File: src/design/i2cbs_pkg.sv
// ----------------------------------------------------------------------------
// i2cbs_pkg
// Shared types and constants for the i2c master bit sequencer.
// ----------------------------------------------------------------------------
package i2cbs_pkg;

    localparam int BYTE_BITS = 8;
    localparam logic [2:0] LAST_BIT = 3'(BYTE_BITS - 1);

    // command codes
    typedef enum logic [2:0] {
        FUNC_START    = 3'd0,
        FUNC_STOP     = 3'd1,
        FUNC_WRITE    = 3'd2,
        FUNC_READ     = 3'd3,
        FUNC_SEND_ACK = 3'd4,
        FUNC_READ_ACK = 3'd5
    } func_t;

    // one pin assignment per phase
    typedef enum logic [2:0] {
        OP_NONE,
        OP_SDA_HIGH,
        OP_SDA_LOW,
        OP_SDA_TX,
        OP_SDA_ACK,
        OP_SCL_HIGH,
        OP_SCL_LOW
    } pin_op_t;

    typedef enum logic [1:0] {
        ST_IDLE,
        ST_RUN,
        ST_BITS
    } state_t;

    typedef struct packed {
        logic [2:0] func;
        logic [7:0] tx_byte;
        logic       ack_out;
        logic [7:0] line_bits;
    } in_word_t;

    typedef struct packed {
        logic       scl;
        logic       sda;
        logic [7:0] rx_byte;
        logic       ack_in;
        logic       last;
    } out_word_t;

    typedef struct packed {
        logic    load;
        logic    emit;
        pin_op_t op;
        logic    sample;
        logic    last;
    } dp_cmd_t;

    typedef struct packed {
        logic  out_free;
        func_t func;
    } dp_status_t;

endpackage

File: src/design/i2cbs_ctrl.sv
// ----------------------------------------------------------------------------
// i2cbs_ctrl
// Phase sequencer: walks each command through its pin phases.
// ----------------------------------------------------------------------------
module i2cbs_ctrl (
    input  logic                  aclk,
    input  logic                  aresetn,
    input  logic                  in_valid,
    input  logic [2:0]            in_func,
    input  i2cbs_pkg::dp_status_t status,
    output logic                  in_ready,
    output i2cbs_pkg::dp_cmd_t    cmd
);
    import i2cbs_pkg::*;

    state_t     state_reg, state_next;
    logic [1:0] step_reg, step_next;
    logic [2:0] bit_reg, bit_next;
    logic       bit_done;

    // write uses three phases per bit, read two
    assign bit_done = (status.func == FUNC_WRITE) ? (step_reg == 2'd2) : (step_reg == 2'd1);

    always_ff @(posedge aclk) begin
        if (!aresetn) begin
            state_reg <= ST_IDLE;
            step_reg  <= '0;
            bit_reg   <= '0;
        end else begin
            state_reg <= state_next;
            step_reg  <= step_next;
            bit_reg   <= bit_next;
        end
    end

    // next state
    always_comb begin
        state_next = state_reg;
        step_next  = step_reg;
        bit_next   = bit_reg;
        unique case (state_reg)
            ST_IDLE: begin
                if (in_valid) begin
                    step_next = '0;
                    bit_next  = '0;
                    unique case (func_t'(in_func))
                        FUNC_WRITE:    state_next = ST_BITS;
                        FUNC_START,
                        FUNC_STOP,
                        FUNC_READ,
                        FUNC_SEND_ACK,
                        FUNC_READ_ACK: state_next = ST_RUN;
                        default:       state_next = ST_IDLE;
                    endcase
                end
            end
            ST_RUN: begin
                if (status.out_free) begin
                    if (cmd.last) begin
                        state_next = ST_IDLE;
                    end else if (status.func == FUNC_READ) begin
                        state_next = ST_BITS;
                        step_next  = '0;
                    end else begin
                        step_next = step_reg + 2'd1;
                    end
                end
            end
            ST_BITS: begin
                if (status.out_free) begin
                    if (cmd.last) begin
                        state_next = ST_IDLE;
                    end else if (bit_done) begin
                        step_next = '0;
                        bit_next  = bit_reg + 3'd1;
                    end else begin
                        step_next = step_reg + 2'd1;
                    end
                end
            end
            default: state_next = ST_IDLE;
        endcase
    end

    // outputs
    always_comb begin
        in_ready   = 1'b0;
        cmd.load   = 1'b0;
        cmd.emit   = 1'b0;
        cmd.op     = OP_NONE;
        cmd.sample = 1'b0;
        cmd.last   = 1'b0;
        unique case (state_reg)
            ST_IDLE: begin
                in_ready = 1'b1;
                cmd.load = in_valid;
            end
            ST_RUN: begin
                cmd.emit = status.out_free;
                unique case (status.func)
                    FUNC_START: begin
                        unique case (step_reg)
                            2'd0:    cmd.op = OP_SDA_HIGH;
                            2'd1:    cmd.op = OP_SCL_HIGH;
                            2'd2:    cmd.op = OP_SDA_LOW;
                            default: cmd.op = OP_SCL_LOW;
                        endcase
                        cmd.last = (step_reg == 2'd3);
                    end
                    FUNC_STOP: begin
                        unique case (step_reg)
                            2'd0:    cmd.op = OP_SDA_LOW;
                            2'd1:    cmd.op = OP_SCL_HIGH;
                            default: cmd.op = OP_SDA_HIGH;
                        endcase
                        cmd.last = (step_reg == 2'd2);
                    end
                    FUNC_READ: begin
                        // release data line before clocking the byte in
                        cmd.op = OP_SDA_HIGH;
                    end
                    FUNC_SEND_ACK: begin
                        unique case (step_reg)
                            2'd0:    cmd.op = OP_SDA_ACK;
                            2'd1:    cmd.op = OP_SCL_HIGH;
                            default: cmd.op = OP_SCL_LOW;
                        endcase
                        cmd.last = (step_reg == 2'd2);
                    end
                    FUNC_READ_ACK: begin
                        unique case (step_reg)
                            2'd0:    cmd.op = OP_SDA_HIGH;
                            2'd1:    cmd.op = OP_SCL_HIGH;
                            default: cmd.op = OP_SCL_LOW;
                        endcase
                        cmd.last = (step_reg == 2'd2);
                    end
                    default: cmd.op = OP_NONE;
                endcase
            end
            ST_BITS: begin
                cmd.emit = status.out_free;
                if (status.func == FUNC_WRITE) begin
                    unique case (step_reg)
                        2'd0:    cmd.op = OP_SDA_TX;
                        2'd1:    cmd.op = OP_SCL_HIGH;
                        default: cmd.op = OP_SCL_LOW;
                    endcase
                end else begin
                    // sample while clock is high
                    cmd.op     = (step_reg == 2'd0) ? OP_SCL_HIGH : OP_SCL_LOW;
                    cmd.sample = (step_reg == 2'd0);
                end
                cmd.last = bit_done && (bit_reg == LAST_BIT);
            end
            default: in_ready = 1'b0;
        endcase
    end

endmodule

File: src/design/i2cbs_datapath.sv
// ----------------------------------------------------------------------------
// i2cbs_datapath
// Pin levels, byte shifter and result register.
// ----------------------------------------------------------------------------
module i2cbs_datapath (
    input  logic                   aclk,
    input  logic                   aresetn,
    input  i2cbs_pkg::in_word_t    in_data,
    input  i2cbs_pkg::dp_cmd_t     cmd,
    output i2cbs_pkg::dp_status_t  status,
    output logic                   out_valid,
    input  logic                   out_ready,
    output i2cbs_pkg::out_word_t   out_data
);
    import i2cbs_pkg::*;

    logic      scl_level_reg, scl_level_next;
    logic      sda_level_reg, sda_level_next;
    logic [7:0] shift_reg, shift_next;
    logic [7:0] line_reg, line_next;
    func_t     func_reg;
    logic      ack_out_reg;
    logic      m_valid_reg;
    out_word_t m_data_reg, m_data_next;
    logic      out_free;

    assign out_free        = !m_valid_reg || out_ready;
    assign status.out_free = out_free;
    assign status.func     = func_reg;
    assign out_valid       = m_valid_reg;
    assign out_data        = m_data_reg;

    // apply one pin phase
    always_comb begin
        scl_level_next = scl_level_reg;
        sda_level_next = sda_level_reg;
        shift_next     = shift_reg;
        line_next      = line_reg;
        unique case (cmd.op)
            OP_SDA_HIGH: sda_level_next = 1'b1;
            OP_SDA_LOW:  sda_level_next = 1'b0;
            OP_SDA_TX: begin
                sda_level_next = shift_reg[7];
                shift_next     = {shift_reg[6:0], 1'b0};
            end
            OP_SDA_ACK:  sda_level_next = ack_out_reg;
            OP_SCL_HIGH: scl_level_next = 1'b1;
            OP_SCL_LOW:  scl_level_next = 1'b0;
            default:     scl_level_next = scl_level_reg;
        endcase
        if (cmd.sample) begin
            shift_next = {shift_reg[6:0], line_reg[7]};
            line_next  = {line_reg[6:0], 1'b0};
        end
        m_data_next.scl     = scl_level_next;
        m_data_next.sda     = sda_level_next;
        m_data_next.rx_byte = (cmd.last && func_reg == FUNC_READ) ? shift_reg : 8'd0;
        m_data_next.ack_in  = cmd.last && (func_reg == FUNC_READ_ACK) && line_reg[7];
        m_data_next.last    = cmd.last;
    end

    always_ff @(posedge aclk) begin
        if (!aresetn) begin
            scl_level_reg <= 1'b1;
            sda_level_reg <= 1'b1;
            shift_reg     <= '0;
            m_valid_reg   <= 1'b0;
        end else begin
            if (cmd.load) begin
                if (func_t'(in_data.func) == FUNC_WRITE) begin
                    shift_reg <= in_data.tx_byte;
                end else if (func_t'(in_data.func) == FUNC_READ) begin
                    shift_reg <= '0;
                end
            end else if (cmd.emit) begin
                shift_reg <= shift_next;
            end
            if (cmd.emit) begin
                scl_level_reg <= scl_level_next;
                sda_level_reg <= sda_level_next;
                m_valid_reg   <= 1'b1;
            end else if (out_ready) begin
                m_valid_reg <= 1'b0;
            end
        end
    end

    // payload registers
    always_ff @(posedge aclk) begin
        if (cmd.load) begin
            func_reg    <= func_t'(in_data.func);
            ack_out_reg <= in_data.ack_out;
            line_reg    <= in_data.line_bits;
        end else if (cmd.emit) begin
            line_reg <= line_next;
        end
        if (cmd.emit) begin
            m_data_reg <= m_data_next;
        end
    end

    a_emit_has_room: assert property (@(posedge aclk) disable iff (!aresetn)
        cmd.emit |-> out_free)
        else $error("phase issued while result register is full");

    a_one_pin_per_phase: assert property (@(posedge aclk) disable iff (!aresetn)
        cmd.emit |=> !((scl_level_reg != $past(scl_level_reg)) &&
                       (sda_level_reg != $past(sda_level_reg))))
        else $error("both pins changed in one phase");

    a_rx_only_on_last: assert property (@(posedge aclk) disable iff (!aresetn)
        (m_valid_reg && (m_data_reg.rx_byte != 8'd0)) |-> m_data_reg.last)
        else $error("received byte on a non-final phase");

    a_ack_only_on_last: assert property (@(posedge aclk) disable iff (!aresetn)
        (m_valid_reg && m_data_reg.ack_in) |-> m_data_reg.last)
        else $error("ack bit on a non-final phase");

endmodule

File: src/design/i2c_master_bit_sequencer.sv
// ----------------------------------------------------------------------------
// i2c_master_bit_sequencer
// I2C master pin sequencer: one command word in, one result word per pin phase.
// ----------------------------------------------------------------------------
//  channel | ports            | word contents
//  --------+------------------+-----------------------------------------------
//  input   | s_valid/s_ready  | func, tx_byte, ack_out, line_bits
//  result  | m_valid/m_ready  | scl, sda, rx_byte, ack_in, last
//
//  one result word per cycle within a command while the result side takes them;
//  a command holds the sequencer until the last of its phases is out: start 4,
//  stop 3, write 24, read 17, send ack 3, read ack 3 phases
//  undefined func codes are taken and give no result
//  reset (aresetn low, synchronous) releases both pins high and empties the
//  result register; a stalled result side holds the phase counter in place
// ----------------------------------------------------------------------------
module i2c_master_bit_sequencer (
    input  logic                 aclk,
    input  logic                 aresetn,
    // command words
    input  logic                 s_valid,
    output logic                 s_ready,
    input  i2cbs_pkg::in_word_t  s_data,
    // phase result words
    output logic                 m_valid,
    input  logic                 m_ready,
    output i2cbs_pkg::out_word_t m_data
);
    import i2cbs_pkg::*;

    dp_cmd_t    cmd;
    dp_status_t status;

    // sequencer: state, phase step and bit counter
    i2cbs_ctrl u_ctrl (
        .aclk     (aclk),
        .aresetn  (aresetn),
        .in_valid (s_valid),
        .in_func  (s_data.func),
        .status   (status),
        .in_ready (s_ready),
        .cmd      (cmd)
    );

    // pin levels, shifter and registered result word
    i2cbs_datapath u_datapath (
        .aclk      (aclk),
        .aresetn   (aresetn),
        .in_data   (s_data),
        .cmd       (cmd),
        .status    (status),
        .out_valid (m_valid),
        .out_ready (m_ready),
        .out_data  (m_data)
    );

endmodule

File: config.mk
export PLATFORM = sky130hd
export DESIGN_NAME = i2c_master_bit_sequencer
export DESIGN_NICKNAME = d
export VERILOG_FILES = /design/src/design/i2cbs_pkg.sv /design/src/design/i2cbs_ctrl.sv /design/src/design/i2cbs_datapath.sv /design/src/design/i2c_master_bit_sequencer.sv
export SDC_FILE = /design/constraint.sdc
export NUM_CORES = 1
export LEC_CHECK = 0
export BUFFER_PORTS_ARGS = -buffer_cell sky130_fd_sc_hd__buf_2
export CORE_UTILIZATION = 56
export CTS_CLUSTER_SIZE = 40
export DETAILED_ROUTE_END_ITERATION = 8
export PLACE_DENSITY = 0.79
export SETUP_SLACK_MARGIN = 0.2
export SLEW_MARGIN = 25
export SYNTH_ARGS = -nofsm -noshare
export SYNTH_HDL_FRONTEND = slang
export SYNTH_SLANG_ARGS = --single-unit
File: constraint.sdc
create_clock -name aclk -period 3.74 [get_ports aclk]
set_input_delay 0.561 -clock aclk [delete_from_list [all_inputs] [get_ports aclk]]
set_output_delay 0.561 -clock aclk [all_outputs]
set_load 0.02 [all_outputs]
==> results.ini <==
[power_and_ir_drop]
p_clk_frac = 0.173
power_switching_share = 0.401
internal_power_uw = 1030
combinationalPowerShare = 0.414
p_sw_uw = 687
ir_worst_vdd_mv = 0.490
power_leakage_uw = 0.00106
power.density_mw_per_mm2 = 630
seq_power_share = 0.412

[worst_setup_path]
critPathCaptureType = flip-flop
crit_type = reg -> reg
cp.required_ns = 3.99
start_kind = flip-flop
cpMostUsedCell = nand2_1
crit_chain = inv_1 -> ha_1 -> nand2_1 -> inv_2 -> nand3b_1 -> nor2_1 -> a22o_1 -> nand2_1 -> o2bb2a_1
arrival_ns = 2.96
cpMaxStageDelayCell = nor2_1
cpPeakStageDelay_ns = 0.48
critPathMaxFanout = 13

[yosys]
yosys-top-cells-count = nand2_1 (26), edfxtp_1 (24), dfxtp_1 (18)
syn_area_per_cell_sq_um = 10.8
yosys.area.top_type = edfxtp_1
ys_seq_area_frac = 0.444
yosysMostFrequentCell = nand2_1
ys_ff_latch = 42
netlist_area_sq_mm = 0.00243
syn_inst = 226
ys_top_cells_by_area = edfxtp_1 (30%), dfxtp_1 (15%), ha_1 (6.2%)
synthesis.nets = 262
ys_warn_count = 0
ys.flop_type = edfxtp_1
synth_edf_count = 24
synth_top_area_share = 0.296
yosysUniqueCellTypes = 59
ys_async_sr_fraction = 0

[routing]
routedWlPerCell_um = 15.8
vias = 1885
drtIter0Drc = 187
wl_um = 4950
viasPerCell = 6.02
drcViolationCount = 0
ant_nets = 0
drt_first_pass_iters = 5

[cells_and_area]
fillers = 333
nNetsFinal = 298
layout.area.seq_sq_mm = 0.00108
area_growth_pct = 12.0
diodes = 0
multi_input_area_sq_mm = 0.00126
drive_gt1_frac = 0.251
largest_register_ffs = 12

[floorplan]
num_io_pins = 38
start_util = 0.595
fp.coreArea_sq_mm = 0.00409
die_w_um = 67.9
core.rowCount = 23
dieArea_sq_mm = 0.00461
die_h_um = 67.9

[global_route]
gr-total-overflow = 0
first_global_vias = 1661
grt_start_max_net_pins = 21
antenna_found_initial = 0
grt_usage = 0.230
grt_pass1_wl_um = 7800

[timing]
tightestPinTransition_ns = 0.598
period_share = 0.725
final.min_clock_period_ns = 2.71
setup_ws_ns = 1.03
rsz0062_at_grt = false
clock.fmax_ghz = 0.369
hold_viol_final = 0
relSlewSlack = 0.600
slew_violations = 0
fin_skew_ns = 0.0104
setup_viol = 0
finalSetupTns_ns = 0

[clock_network]
clk_transition_reported_paths_ns = 0.09
cts_sinks = 42
htree_levels = 2
cts.repair.resized = 0
tritoncts = yes
post-cts-setup-buffers = 0
clock_latency_ns = 0.30
cts-root-buf = clkbuf_8
numCtsBuffers = 5
ctsHoldBuffers = 0
clockBufferDepth = 2

[job]
drv_cap = 0

[placed_design]
numPortBuffers = 37
dp_hpwl_um = 3520
gp_congestion = 0.883
dpl_worst_slack_ns = 1.07

[min_path]
min_path_type = in -> reg

[run_status]
status = complete, no violations

[layout make-up]
cell class              instances  area share
multi-input cells             164       0.461
flip-flops and latches         42       0.397
repair buffers                 38      0.0707
clock buffers                   5      0.0253
well taps                      50      0.0230
inverters                      11      0.0152
clock inverters                 3     0.00781
[metal layers]
layer	part of all wire	up-vias	track usage
met4	0.0065	0	0.0677
li1	-	928	-
met1	0.47	898	0.301
met5	0	-	0
met3	0.040	2	0.0567
met2	0.48	57	0.376
[through the flow]
stage | std cells | util | hold WS, ns | total power (uW) | instance area, sq um
final | 313 | 0.667 | 0.441 | 1720 | 2730
after global routing | 313 | 0.667 | 0.433 | 1820 | 2730
after CTS | 313 | 0.667 | 0.442 | 1720 | 2730
after detailed placement | 305 | 0.645 | 0.467 | 1420 | 2640
after global placement | 305 | 0.645 | 0.458 | 1400 | 2640
after floorplan | 226 | - | 0.437 | 1250 | 2430
[worst max-delay path: cells and delay by family, from the launching register on]
family,cells,cell delay (ns)
AND/OR/NAND/NOR,4,1.10
buffers and inverters,2,0.46
AO/OA/AOI/OAI,2,0.44
adder cells (fa/ha/maj),1,0.34
flip-flops,1,0.32
[cell families (layout without fill, tap and decap cells)]
kind of cell | count (synthesis) | after routing | synth area share
compound gates | 60 | 60 | 0.211
xor+xnor | 1 | 1 | 0.00360
fa+ha+maj | 12 | 12 | 0.0617
buf+inv | 20 | 57 | 0.0386
flops | 42 | 42 | 0.444
mux | 11 | 11 | 0.0509
simple gates | 80 | 80 | 0.189
[worst paths after layout]
kind / start / endpoint / slack, ns / cells after the start
worst min-delay path: s_data[8] / u_datapath.ack_out_reg / 0.44 / 1
worst min register to register: u_datapath.shift_reg[0] / u_datapath.shift_reg[0] / 0.49 / 2
worst max register to register: u_ctrl.state_reg[0] / u_datapath.shift_reg[7] / 1.03 / 9
worst max-delay path: u_ctrl.state_reg[0] / u_datapath.shift_reg[7] / 1.03 / 9
[power groups by stage]
stage / combinational, uW / sequential (uW) / clock, uW
detailed placement: 701 / 716 / 0
CTS: 708 / 706 / 303
global route: 778 / 723 / 320
floorplan: 525 / 730 / 0
global placement: 693 / 711 / 0
finish: 711 / 708 / 297
[placed cells by master (no fill, tap or decap), drive strengths merged, types with 6 or more instances in the layout]
cell	netlist	final
buf	5	38
ha	12	12
nor2	9	9
edfxtp	24	24
inv	11	11
dfxtp	18	18
a2bb2oi	6	6
a22o	8	8
mux2	8	8
and2	8	8
o21ai	13	13
nor2b	7	7
nand2	26	26
Power figures use the tool's default switching activity.
